[src/rtl/sd_spi_command_data_engine_unit_macros.svh]
// assertion macros for the sd spi engine
`ifndef SD_SPI_COMMAND_DATA_ENGINE_UNIT_MACROS_SVH
`define SD_SPI_COMMAND_DATA_ENGINE_UNIT_MACROS_SVH
// implication checked on every rising clock edge outside reset
`define SDE_ASSERT_IMP(label, clk, rst_n, pre, post) \
  label: assert property (@(posedge clk) disable iff (!rst_n) (pre) |-> (post)) \
    else $error("assertion failed");
// next-cycle implication checked outside reset
`define SDE_ASSERT_NXT(label, clk, rst_n, pre, post) \
  label: assert property (@(posedge clk) disable iff (!rst_n) (pre) |=> (post)) \
    else $error("assertion failed");
`endif

[src/rtl/sde_pkg.sv]
// package with types, codes and constants of the sd spi engine
package sde_pkg;
  localparam logic [3:0] RespTries = 4'd10;
  localparam logic [3:0] DataRespTries = 4'd4;
  localparam logic [9:0] WriteBlockBytes = 10'd512;

  typedef enum logic [2:0] {
    CMD_ISSUE = 3'd0, CMD_DATA = 3'd1, CMD_CARD = 3'd2,
    CMD_WDATA = 3'd3, CMD_TICK = 3'd4, CMD_REL = 3'd5
  } cmd_e;

  typedef enum logic [4:0] {
    PH_IDLE, PH_DESEL, PH_SELDUM, PH_READY, PH_SELFAIL, PH_FRAME, PH_SKIP,
    PH_R1, PH_TOKWAIT, PH_RDATA, PH_CRC1, PH_CRC2, PH_WREADY, PH_WTOKEN,
    PH_WNEED, PH_WDATA, PH_WRESP
  } phase_e;

  typedef enum logic [2:0] {
    ST_OK = 3'd0, ST_NOT_READY = 3'd1, ST_NO_RESP = 3'd2, ST_CMD_ERR = 3'd3,
    ST_TOKEN_FAIL = 3'd4, ST_REJECTED = 3'd5, ST_WBUSY = 3'd6
  } status_e;

  localparam logic [1:0] DP_NONE = 2'd0;
  localparam logic [1:0] DP_READ = 2'd1;
  localparam logic [1:0] DP_STOP = 2'd3;

  localparam logic [0:0] REG_READY_TO = 1'b0;
  localparam logic [0:0] REG_TOKEN_TO = 1'b1;

  typedef struct packed {
    logic [2:0]  command;
    logic [5:0]  cmd_index;
    logic        app_cmd;
    logic [31:0] argument;
    logic [1:0]  data_phase;
    logic [9:0]  block_len;
    logic [7:0]  write_token;
    logic [7:0]  rx_byte;
    logic [7:0]  tx_data;
  } in_item_t;

  typedef struct packed {
    logic [7:0] tx_byte;
    logic       tx_valid;
    logic       chip_select_low;
    logic [7:0] read_byte;
    logic       read_valid;
    logic       need_write_byte;
    logic       done_res;
    logic [2:0] status;
    logic [7:0] response;
  } out_item_t;

  typedef struct packed {
    logic [7:0] ready_to;
    logic [7:0] token_to;
  } cfg_t;
endpackage

[src/rtl/sde_cfg_regs.sv]
// apb configuration registers of the sd spi engine
module sde_cfg_regs import sde_pkg::*; (
  input  logic        clk_i,
  input  logic        rst_ni,
  input  logic        psel,
  input  logic        penable,
  input  logic        pwrite,
  input  logic [2:0]  paddr,
  input  logic [31:0] pwdata,
  output logic [31:0] prdata,
  output logic        pready,
  output cfg_t        cfg_o
);
  logic [7:0] ready_to_q, token_to_q;
  always_ff @(posedge clk_i or negedge rst_ni) begin
    if (!rst_ni) begin
      ready_to_q <= 8'd1;
      token_to_q <= 8'd2;
    end else if (psel && penable && pwrite) begin
      if (paddr == {REG_READY_TO, 2'b00}) ready_to_q <= pwdata[7:0];
      else if (paddr == {REG_TOKEN_TO, 2'b00}) token_to_q <= pwdata[7:0];
    end
  end
  always_comb begin
    case (paddr)
      {REG_READY_TO, 2'b00}: prdata = {24'd0, ready_to_q};
      {REG_TOKEN_TO, 2'b00}: prdata = {24'd0, token_to_q};
      default: prdata = 32'd0;
    endcase
  end
  assign pready = 1'b1;
  assign cfg_o = '{ready_to: ready_to_q, token_to: token_to_q};
endmodule

[src/rtl/sde_engine.sv]
// protocol sequencer: one input transfer in, at most one result out
module sde_engine import sde_pkg::*; (
  input  logic      clk_i,
  input  logic      rst_ni,
  input  cfg_t      cfg_i,
  input  logic      in_valid_i,
  output logic      in_ready_o,
  input  in_item_t  in_data_i,
  output logic      out_valid_o,
  input  logic      out_ready_i,
  output out_item_t out_data_o
);
`include "sd_spi_command_data_engine_unit_macros.svh"
  phase_e phase_q, phase_d;
  logic [9:0] cnt_q, cnt_d, len_q, len_d;
  logic [3:0] retry_q, retry_d;
  logic [7:0] timer_q, timer_d, resp_q, resp_d, tok_q, tok_d;
  logic [5:0] idx_q, idx_d;
  logic pre_q, pre_d, sel_q, sel_d;
  logic [31:0] arg_q, arg_d;
  logic [1:0] hph_q, hph_d;
  logic ov_q, ov_d;
  out_item_t od_q, od_d;
  logic acc, emit;
  logic [7:0] tx, rd;
  logic txv, rdv, need, done;
  logic [2:0] st;
  logic [5:0] ci;
  logic [31:0] ca;
  logic [7:0] rx;

  assign in_ready_o = !ov_q || out_ready_i;
  assign acc = in_valid_i && in_ready_o;
  assign rx = in_data_i.rx_byte;

  function automatic logic [7:0] frame(input logic [2:0] k, input logic [5:0] i,
                                       input logic [31:0] a);
    case (k)
      3'd0: frame = 8'h40 | {2'b00, i};
      3'd1: frame = a[31:24];
      3'd2: frame = a[23:16];
      3'd3: frame = a[15:8];
      3'd4: frame = a[7:0];
      default: frame = (i == 6'd0) ? 8'h95 : ((i == 6'd8) ? 8'h87 : 8'h01);
    endcase
  endfunction

  always_comb begin
    phase_d = phase_q; cnt_d = cnt_q; retry_d = retry_q; timer_d = timer_q;
    idx_d = idx_q; pre_d = pre_q; arg_d = arg_q; resp_d = resp_q; hph_d = hph_q;
    len_d = len_q; tok_d = tok_q; sel_d = sel_q;
    emit = 1'b0; tx = 8'h00; txv = 1'b0; rd = 8'h00; rdv = 1'b0; need = 1'b0;
    done = 1'b0; st = ST_OK;
    ci = pre_q ? 6'd55 : idx_q;
    ca = pre_q ? 32'd0 : arg_q;
    if (acc) begin
      case (in_data_i.command)
        CMD_ISSUE: if (phase_q == PH_IDLE) begin
          idx_d = in_data_i.cmd_index; pre_d = in_data_i.app_cmd;
          arg_d = in_data_i.argument; hph_d = in_data_i.data_phase;
          len_d = in_data_i.block_len; tok_d = in_data_i.write_token;
          resp_d = 8'hFF; emit = 1'b1; txv = 1'b1;
          ci = pre_d ? 6'd55 : idx_d;
          ca = pre_d ? 32'd0 : arg_d;
          if (ci == 6'd12) begin
            cnt_d = 10'd0; phase_d = PH_FRAME; tx = frame(3'd0, ci, ca);
          end else begin
            sel_d = 1'b0; phase_d = PH_DESEL; tx = 8'hFF;
          end
        end
        CMD_DATA: if (phase_q == PH_IDLE) begin
          hph_d = in_data_i.data_phase; len_d = in_data_i.block_len;
          tok_d = in_data_i.write_token; emit = 1'b1;
          if (hph_d == DP_READ) begin
            timer_d = cfg_i.token_to; phase_d = PH_TOKWAIT; tx = 8'hFF; txv = 1'b1;
          end else if (hph_d != DP_NONE) begin
            timer_d = cfg_i.ready_to; phase_d = PH_WREADY; tx = 8'hFF; txv = 1'b1;
          end else begin
            phase_d = PH_IDLE; pre_d = 1'b0; done = 1'b1;
          end
        end
        CMD_CARD: begin
          emit = (phase_q != PH_IDLE) && (phase_q != PH_WNEED);
          tx = 8'hFF; txv = 1'b1;
          case (phase_q)
            PH_DESEL: begin sel_d = 1'b1; phase_d = PH_SELDUM; end
            PH_SELDUM: begin timer_d = cfg_i.ready_to; phase_d = PH_READY; end
            PH_READY: begin
              if (rx == 8'hFF) begin
                cnt_d = 10'd0; phase_d = PH_FRAME; tx = frame(3'd0, ci, ca);
              end else if (timer_q == 8'd0) begin
                sel_d = 1'b0; phase_d = PH_SELFAIL;
              end
            end
            PH_SELFAIL: begin
              resp_d = 8'hFF; phase_d = PH_IDLE; pre_d = 1'b0;
              txv = 1'b0; tx = 8'h00; done = 1'b1; st = ST_NOT_READY;
            end
            PH_FRAME: begin
              cnt_d = cnt_q + 10'd1;
              if (cnt_d < 10'd6) tx = frame(cnt_d[2:0], ci, ca);
              else if (ci == 6'd12) phase_d = PH_SKIP;
              else begin retry_d = RespTries; phase_d = PH_R1; end
            end
            PH_SKIP: begin retry_d = RespTries; phase_d = PH_R1; end
            PH_R1: begin
              if (rx[7] && retry_q > 4'd1) retry_d = retry_q - 4'd1;
              else begin
                resp_d = rx;
                txv = 1'b0; tx = 8'h00; done = 1'b1; phase_d = PH_IDLE;
                pre_d = 1'b0;
                if (pre_q) begin
                  if (rx > 8'd1) st = rx[7] ? ST_NO_RESP : ST_CMD_ERR;
                  else begin
                    done = 1'b0; txv = 1'b1;
                    if (idx_q == 6'd12) begin
                      cnt_d = 10'd0; phase_d = PH_FRAME;
                      tx = frame(3'd0, idx_q, arg_q);
                    end else begin
                      sel_d = 1'b0; phase_d = PH_DESEL; tx = 8'hFF;
                    end
                  end
                end else if (rx[7]) st = ST_NO_RESP;
                else if (hph_q == DP_NONE) st = ST_OK;
                else if (rx != 8'd0) st = ST_CMD_ERR;
                else begin
                  done = 1'b0; txv = 1'b1; tx = 8'hFF;
                  if (hph_q == DP_READ) begin
                    timer_d = cfg_i.token_to; phase_d = PH_TOKWAIT;
                  end else begin
                    timer_d = cfg_i.ready_to; phase_d = PH_WREADY;
                  end
                end
              end
            end
            PH_TOKWAIT: begin
              if (!(rx == 8'hFF && timer_q != 8'd0)) begin
                if (rx != 8'hFE) begin
                  txv = 1'b0; tx = 8'h00; done = 1'b1; st = ST_TOKEN_FAIL;
                  phase_d = PH_IDLE; pre_d = 1'b0;
                end else begin
                  cnt_d = 10'd0;
                  phase_d = (len_q == 10'd0) ? PH_CRC1 : PH_RDATA;
                end
              end
            end
            PH_RDATA: begin
              if ({1'b0, cnt_q} + 11'd1 >= {1'b0, len_q}) phase_d = PH_CRC1;
              else cnt_d = cnt_q + 10'd1;
              rd = rx; rdv = 1'b1;
            end
            PH_CRC1: phase_d = PH_CRC2;
            PH_CRC2: begin
              txv = 1'b0; tx = 8'h00; done = 1'b1; phase_d = PH_IDLE; pre_d = 1'b0;
            end
            PH_WREADY: begin
              if (rx == 8'hFF) begin
                phase_d = PH_WTOKEN; tx = (hph_q == DP_STOP) ? 8'hFD : tok_q;
              end else if (timer_q == 8'd0) begin
                txv = 1'b0; tx = 8'h00; done = 1'b1; st = ST_WBUSY;
                phase_d = PH_IDLE; pre_d = 1'b0;
              end
            end
            PH_WTOKEN: begin
              txv = 1'b0; tx = 8'h00;
              if (hph_q == DP_STOP || tok_q == 8'hFD) begin
                done = 1'b1; phase_d = PH_IDLE; pre_d = 1'b0;
              end else begin
                cnt_d = 10'd0; phase_d = PH_WNEED; need = 1'b1;
              end
            end
            PH_WDATA: begin
              if ({1'b0, cnt_q} + 11'd1 < {1'b0, WriteBlockBytes}) begin
                cnt_d = cnt_q + 10'd1; phase_d = PH_WNEED;
                txv = 1'b0; tx = 8'h00; need = 1'b1;
              end else begin
                retry_d = DataRespTries; phase_d = PH_WRESP;
              end
            end
            PH_WRESP: begin
              if ((rx & 8'h1F) == 8'h05) begin
                txv = 1'b0; tx = 8'h00; done = 1'b1; phase_d = PH_IDLE; pre_d = 1'b0;
              end else if (retry_q > 4'd1) retry_d = retry_q - 4'd1;
              else begin
                txv = 1'b0; tx = 8'h00; done = 1'b1; st = ST_REJECTED;
                phase_d = PH_IDLE; pre_d = 1'b0;
              end
            end
            default: emit = 1'b0;
          endcase
        end
        CMD_WDATA: if (phase_q == PH_WNEED) begin
          phase_d = PH_WDATA; emit = 1'b1; tx = in_data_i.tx_data; txv = 1'b1;
        end
        CMD_TICK: if (timer_q != 8'd0) timer_d = timer_q - 8'd1;
        CMD_REL: begin
          phase_d = PH_IDLE; pre_d = 1'b0; sel_d = 1'b0;
          emit = 1'b1; tx = 8'hFF; txv = 1'b1;
        end
        default: emit = 1'b0;
      endcase
    end
    ov_d = emit ? 1'b1 : (out_ready_i ? 1'b0 : ov_q);
    od_d = od_q;
    if (emit) od_d = '{tx_byte: tx, tx_valid: txv, chip_select_low: sel_d, read_byte: rd,
                       read_valid: rdv, need_write_byte: need, done_res: done,
                       status: st, response: resp_d};
  end

  always_ff @(posedge clk_i or negedge rst_ni) begin
    if (!rst_ni) begin
      phase_q <= PH_IDLE; cnt_q <= '0; retry_q <= '0; timer_q <= '0; idx_q <= '0;
      pre_q <= 1'b0; arg_q <= '0; resp_q <= 8'hFF; hph_q <= '0; len_q <= '0;
      tok_q <= '0; sel_q <= 1'b0; ov_q <= 1'b0;
    end else begin
      phase_q <= phase_d; cnt_q <= cnt_d; retry_q <= retry_d; timer_q <= timer_d;
      idx_q <= idx_d; pre_q <= pre_d; arg_q <= arg_d; resp_q <= resp_d; hph_q <= hph_d;
      len_q <= len_d; tok_q <= tok_d; sel_q <= sel_d; ov_q <= ov_d;
    end
  end
  always_ff @(posedge clk_i) od_q <= od_d;

  assign out_valid_o = ov_q;
  assign out_data_o = od_q;

  `SDE_ASSERT_NXT(a_rel_idle, clk_i, rst_ni, acc && in_data_i.command == CMD_REL,
                  phase_q == PH_IDLE && !sel_q)
  `SDE_ASSERT_IMP(a_need_phase, clk_i, rst_ni, phase_q == PH_WNEED, !pre_q)
  `SDE_ASSERT_IMP(a_done_notx, clk_i, rst_ni, ov_q && od_q.done_res,
                  !od_q.tx_valid && !od_q.read_valid)
  `SDE_ASSERT_IMP(a_st_done, clk_i, rst_ni, ov_q && !od_q.done_res, od_q.status == ST_OK)
endmodule

[src/rtl/sd_spi_command_data_engine_unit.sv]
// latency: a result appears in the cycle after its input transfer is accepted
// throughput: one transfer per cycle if not stalled, one result register between the sides
// an input transfer is taken while a result waits if that result is taken in the same cycle
// reset: asynchronous active-low rst_ni clears the sequencer to idle with chip select
// released, response 0xff and timeouts at 1 and 2 ticks
// top level of the sd spi command and data engine
module sd_spi_command_data_engine_unit import sde_pkg::*; (
  input  logic        clk_i,
  input  logic        rst_ni,
  input  logic        psel,
  input  logic        penable,
  input  logic        pwrite,
  input  logic [2:0]  paddr,
  input  logic [31:0] pwdata,
  output logic [31:0] prdata,
  output logic        pready,
  input  logic        in_valid_i,
  output logic        in_ready_o,
  input  in_item_t    in_data_i,
  output logic        out_valid_o,
  input  logic        out_ready_i,
  output out_item_t   out_data_o
);
  cfg_t cfg;
  sde_cfg_regs u_cfg (.clk_i, .rst_ni, .psel, .penable, .pwrite, .paddr, .pwdata,
                      .prdata, .pready, .cfg_o(cfg));
  sde_engine u_eng (.clk_i, .rst_ni, .cfg_i(cfg), .in_valid_i, .in_ready_o, .in_data_i,
                    .out_valid_o, .out_ready_i, .out_data_o);
endmodule

[config.mk]
export PLATFORM = sky130hd
export DESIGN_NAME = sd_spi_command_data_engine_unit
export DESIGN_NICKNAME = d
export VERILOG_FILES = /design/src/rtl/sde_pkg.sv /design/src/rtl/sde_cfg_regs.sv /design/src/rtl/sde_engine.sv /design/src/rtl/sd_spi_command_data_engine_unit.sv
export VERILOG_INCLUDE_DIRS = /design/src /design/src/rtl
export SDC_FILE = /design/constraint.sdc
export NUM_CORES = 1
export LEC_CHECK = 0
export BUFFER_PORTS_ARGS = -buffer_cell sky130_fd_sc_hd__buf_2
export CORE_ASPECT_RATIO = 0.8
export CORE_UTILIZATION = 50
export CTS_CLUSTER_DIAMETER = 100
export DETAILED_ROUTE_END_ITERATION = 8
export PLACE_DENSITY = 0.72
export SETUP_SLACK_MARGIN = 0.2
export SLEW_MARGIN = 20
export SYNTH_ARGS = -nofsm -noshare
export SYNTH_HDL_FRONTEND = slang
export SYNTH_HIERARCHICAL = 1
export SYNTH_SLANG_ARGS = --single-unit
export TNS_END_PERCENT = 10
[constraint.sdc]
create_clock -name clk_i -period 4.3 [get_ports clk_i]
set_input_delay 0.645 -clock clk_i [delete_from_list [all_inputs] [get_ports clk_i]]
set_output_delay 0.645 -clock clk_i [all_outputs]
set_load 0.1 [all_outputs]
==> flow_summary.toml, run 1 <==
[outcome]
status = "finished, final reports clean"

[critical_path]
start_kind = "flop"
critical-path-top-delay-family = "simple AND/OR/NAND/NOR gates"
cp_data_arrival_time_ns = 4.00
crit_cells = 13
path_buf_inv = 1
r2r_cells = 13
cpMaxStageDelayCell = "dfrtp_1"
slowest_delay_ns = 0.49
cp_max_fo = 16
cp.required_ns = 4.63
crit_path_end_kind = "flop"
rrSetupSlack_ns = 0.64
critPathLaunch = "u_eng/cnt_q[0]"
path_class = "flop to flop"
cp_cell_sequence = "ha_1 > nand3_1 > or3_1 > nand2_1 > ha_1 > a21o_1 > a21oi_1 > nand2_1 > a311oi_1 > o2111ai_1 > buf_4 > or2_2 > o31ai_1"
r2r-start = "u_eng/cnt_q[0]"

[job]
drv_cap = 0

[floorplan]
core-area_um2 = 17400
initial_core_util = 0.513
pin_count = 187
dieHeight_um = 121
die_area_um2 = 18400
placementRows = 43
chipWidth_um = 151

[clock_network]
insertion_delay_ns = 0.43
ctsResizeCount = 0
clkSlewWorstSetupHoldPaths_ns = 0.06
cts_tree = "built"
root_buffer = "clkbuf_16"
cts_buffers = 17
cts_setup_buffers = 0
htree_levels = 4
clockBufferDepth = 2
cts_hold_buffers = 0
cts.sinks = 144

[timing]
period_needed_ns = 3.66
slew_headroom = 0.317
fin_crit_sh = 0.852
hold_viol = 0
timing_worst_slew_pin_value_ns = 1.02
slew_violations = 0
max_freq_ghz = 0.273
setup_violations = 0
skew_ns = 0.00915
rsz0062_at_grt = "false"
finalSetupTns_ns = 0

[route]
wirelength_mm = 25.2
dr_total_vias = 8057
ant_nets = 0
firstDrtPassIters = 6
drt-wirelength-per-cell_um = 19.3
drtIter0Drc = 788
drc = 0
routed_via_density = 6.16

[global_routing]
grt_util_all_layers = 0.288
grt-ovfl-total = 0
grt_pass1_vias = 7444
grt_max_degree = 60
grt_pass1_wl_mm = 40.1
antenna_found_initial = 0

[layout]
final_core_util = 0.590
area_growth_pct = 15.1
final_cell_mix = "buf_2, dfrtp_1, o21ai_0"
drive_above_1_share = 0.255
final_common_cell = "buf_2"
n_antenna_cell = 0
final-instance-count-excl-fill = 1307
final_nets = 1208

[yosys]
netlist_area_um2 = 8910
yosysWarningCount = 6
synthArstFlopShare = 0.778
ys_seq_area_frac = 0.424
synth_seq_cells = 144
ys_types = 81
yosys-top-cells-area = "dfrtp_1, edfxtp_1, mux2_2"
synth_edf_count = 32
avgSynthCellArea_um2 = 9.40
synth_flop_cell = "dfrtp_1"
syn_inst = 948
synth_area_leader_cell = "dfrtp_1"
netlist.area_leader.share = 0.286

[placement]
place_hpwl_mm = 18.4
port_buffers = 137
dp.cells = 1275
place.gp.congestion = 0.999

[worst_hold_path]
hold_class = "input pin to asynchronous set/reset pin"

[power_and_ir_drop]
power_density_nw_per_um2 = 500
peakVddDrop_mv = 0.272
leakagePower_nw = 4.49
-- per-stage QoR --
step	instance area [µm²]	setup slack [ns]	power (mW)	hold slack, ns
finish	10300	0.636	5.13	0.264
global placement	9720	0.784	3.70	0.483
floorplan	9000	0.279	3.26	0.349
global route	10300	0.387	5.41	0.302
CTS	10300	0.646	5.11	0.275
detailed placement	9720	0.661	3.73	0.490
-- flip-flops by register name, indices dropped and copies added, names as in the netlist --
name               count
u_eng/arg_q           32
u_eng/out_data_o      32
u_eng/cnt_q           10
u_eng/len_q           10
u_cfg/ready_to_q       8
u_cfg/token_to_q       8
u_eng/resp_q           8
u_eng/timer_q          8
u_eng/tok_q            8
u_eng/idx_q            6
u_eng/phase_q          5
u_eng/retry_q          4
u_eng/hph_q            2
u_eng/out_valid_o      1
u_eng/pre_q            1
u_eng/sel_q            1
-- area by class of cell --
type                       count  area (µm²)
clock buffer                  21         460
clock inverter                11        80.1
fill                        1555        7120
inverter                      28         105
multi-input combinational    726        4740
sequential                   144        3780
tap                          225         282
timing repair buffer         152         813
-- worst register-to-register path, stage by stage (launching register included) --
cell and delay, ns:
dfrtp_1 0.49, ha_1 0.34, nand3_1 0.25, or3_1 0.42
nand2_1 0.10, ha_1 0.24, a21o_1 0.16, a21oi_1 0.13
nand2_1 0.06, a311oi_1 0.42, o2111ai_1 0.15, buf_4 0.22
or2_2 0.37, o31ai_1 0.22
-- power by group --
| group | leakage (nW) | switching, mW | internal [mW] |
|---|---|---|---|
| combinational | 2.49 | 1.09 | 0.633 |
| clock | 0.261 | 0.601 | 0.772 |
| sequential | 1.74 | 0.330 | 1.71 |
| total | 4.49 | 2.02 | 3.12 |
-- synth_stat cells (8+ instances only) --
| master | count |
|---|---|
| o31ai_1 | 16 |
| mux2_4 | 8 |
| mux2i_1 | 18 |
| nor2_1 | 63 |
| and2_1 | 12 |
| edfxtp_1 | 32 |
| a21oi_1 | 77 |
| a31oi_1 | 10 |
| dfrtp_1 | 102 |
| o21ai_0 | 86 |
| nand2_1 | 85 |
| a222oi_1 | 8 |
| a211oi_1 | 9 |
| o22ai_1 | 11 |
| nand3_1 | 33 |
| nand4_1 | 12 |
| mux2_2 | 64 |
| inv_1 | 27 |
| nand2b_1 | 9 |
| buf_4 | 26 |
| ha_1 | 19 |
| dfstp_2 | 10 |
| clkbuf_1 | 36 |
| nor4_1 | 10 |
| nor3_1 | 29 |
-- cell families after synthesis --
| logic type | synth area share |
|---|---|
| buf+inv | 0.0556 |
| fa+ha+maj | 0.0267 |
| mux | 0.115 |
| other cells | 0.000843 |
| xor+xnor | 0.00786 |
| simple gates | 0.175 |
| flops | 0.424 |
| compound gates | 0.195 |
-- path summary, 6_finish.rpt --
check / end
hold / removal: u_eng/arg_q[29]
setup reg to reg: u_eng/cnt_q[5]
hold reg to reg: u_eng/out_valid_o
min in group clk_i: u_eng/len_q[4]
setup / recovery: u_eng/cnt_q[5]
max in group asynchronous: u_eng/resp_q[1]
-- per-layer routing --
metal  vias up  part of all wire  track usage
met5         -                 0            0
met4         0             0.023       0.0888
met3        48             0.092       0.0741
met2       391              0.42        0.398
met1      3883              0.46        0.432
li1       3735                 -            -
Power figures use the tool's default switching activity.
==> inputs of run 2 (changes only) <==
--- a/config.mk
+++ b/config.mk
@@ -9,4 +9,5 @@
 export BUFFER_PORTS_ARGS = -buffer_cell sky130_fd_sc_hd__buf_2
 export CORE_ASPECT_RATIO = 0.8
+export CORE_MARGIN = 3
 export CORE_UTILIZATION = 50
 export CTS_CLUSTER_DIAMETER = 100
==> constraint.sdc (replaced) <==
create_clock -name clk_i -period 4.3 [get_ports clk_i]
set_input_delay 0.645 -clock clk_i [delete_from_list [all_inputs] [get_ports clk_i]]
set_output_delay 0.645 -clock clk_i [all_outputs]
set_load 0.01 [all_outputs]
==> run 2 against run 1 <==
Clock skew shrank 0.0019 ns. Critical path depth shrank 1. Via count grew 0.42%. Power shrank 3.4%. Sequential share of layout area shrank 0.13 points. First-iteration DRC count grew 36%. Cell count is essentially flat. Worst hold slack gained 0.013 ns. Sequential cell count is the same. Global-route usage shrank 2.5 points. Largest cell class unchanged. Highest routed layer is now met5.
==> flow_summary.toml, run 2 (synthesis results as in run 1) <==
[critical_path]
r2r_cells = 12
start_kind = "flop"
cp.required_ns = 4.63
path_class = "flop to flop"
r2r-start = "u_eng/cnt_q[0]"
cp_data_arrival_time_ns = 3.94
crit_path_end_kind = "flop"
r2r-end = "u_eng/cnt_q[5]"
cp_max_fo = 9
rrSetupSlack_ns = 0.69

[route]
drtIter0Drc = 1070
drc = 0
wirelength_mm = 25.8
drt-wirelength-per-cell_um = 19.7
firstDrtPassIters = 6
dr_total_vias = 8091
ant_nets = 0
routed_via_density = 6.19

[floorplan]
placementRows = 43
core-area_um2 = 17400
chipWidth_um = 155
pin_count = 187
dieHeight_um = 125
initial_core_util = 0.511
die_area_um2 = 19500

[layout]
final_common_cell = "buf_2"
n_antenna_cell = 0
final_cell_mix = "buf_2, dfrtp_1, o21ai_0"
area_growth_pct = 15.5
final_nets = 1209
drive_above_1_share = 0.256

[global_routing]
grt_pass1_vias = 7495
antenna_found_initial = 0
grt_max_degree = 58
grt_util_all_layers = 0.262
grt-ovfl-total = 0
grt_pass1_wl_mm = 40.7

[clock_network]
cts_hold_buffers = 0
ctsResizeCount = 0
htree_levels = 4
insertion_delay_ns = 0.42
cts.sinks = 144
clockBufferDepth = 2
root_buffer = "clkbuf_16"
cts_buffers = 17
cts_tree = "built"
clkSlewWorstSetupHoldPaths_ns = 0.06
cts_setup_buffers = 0

[placement]
port_buffers = 137
place_hpwl_mm = 19.0
place.gp.congestion = 0.954

[power_and_ir_drop]
leakagePower_nw = 4.51
power_density_nw_per_um2 = 481
peakVddDrop_mv = 0.245

[timing]
rsz0062_at_grt = "false"
timing_worst_slew_pin_value_ns = 0.894
hold_viol = 0
slew_headroom = 0.399
slew_violations = 0
period_needed_ns = 3.61
fin_crit_sh = 0.840
finalSetupTns_ns = 0
whs_ns = 0.277
setup_violations = 0
max_freq_ghz = 0.277
skew_ns = 0.00724

[job]
drv_cap = 0

[worst_hold_path]
hold_class = "input pin to asynchronous set/reset pin"

[outcome]
status = "finished, final reports clean"
## run 2: worst max path at each step
stage | from | end | slack, ns | depth (start not counted)
floorplan | u_eng/phase_q[3] | u_eng/out_data_o[0] | 0.83 | 5
global placement | u_eng/cnt_q[0] | u_eng/cnt_q[9] | 0.83 | 12
detailed placement | u_eng/cnt_q[0] | u_eng/cnt_q[9] | 0.72 | 12
CTS | u_eng/cnt_q[0] | u_eng/cnt_q[9] | 0.71 | 12
global route | u_eng/cnt_q[0] | u_eng/cnt_q[4] | 0.50 | 12
finish | u_eng/cnt_q[0] | u_eng/cnt_q[5] | 0.69 | 12
## run 2: power by group
| part | internal, mW | switching, mW | total [mW] |
|---|---|---|---|
| sequential | 1.71 | 0.340 | 2.05 |
| clock | 0.827 | 0.613 | 1.44 |
| combinational | 0.630 | 0.837 | 1.47 |
| total | 3.17 | 1.79 | 4.96 |
## run 2: cell type report
class                      count  area [µm²]
clock buffer                  20         447
clock inverter                12         124
fill                        1555        7130
inverter                      28         105
multi-input combinational    726        4740
sequential                   144        3780
tap                          225         282
timing repair buffer         153         821
## run 2: metrics by stage
step           utilization  cell area, µm²  power [mW]  setup WS (ns)  instances
2_1_floorplan            -            9000        3.02          0.826        971
3_3_place_gp         0.558            9730        3.46          0.827       1276
3_5_place_dp         0.558            9730        3.49          0.719       1276
4_1_cts              0.591           10300        4.94          0.707       1308
5_1_grt              0.591           10300        5.23          0.502       1308
6_report             0.591           10300        4.96          0.688       1308
## run 2: per-layer routing
metal | part of all wire | vias to the layer above | global-route usage
met1 | 0.46 | 3886 | 0.395
met2 | 0.44 | 410 | 0.387
met3 | 0.089 | 37 | 0.0519
met4 | 0.015 | 2 | 0.0679
met5 | 0.0018 | - | 0.0125
li1 | - | 3756 | -
## run 2: worst max-delay path, stage by stage, from the launching register on
cell and delay [ns]:
dfrtp_1 0.49, ha_1 0.36, nand3_1 0.28, or3_1 0.43, nand2_1 0.10, ha_1 0.24
a21o_1 0.16, a21oi_1 0.14, nand2_1 0.06, a311oi_1 0.46, o2111ai_1 0.20, or2_2 0.39
o31ai_1 0.21
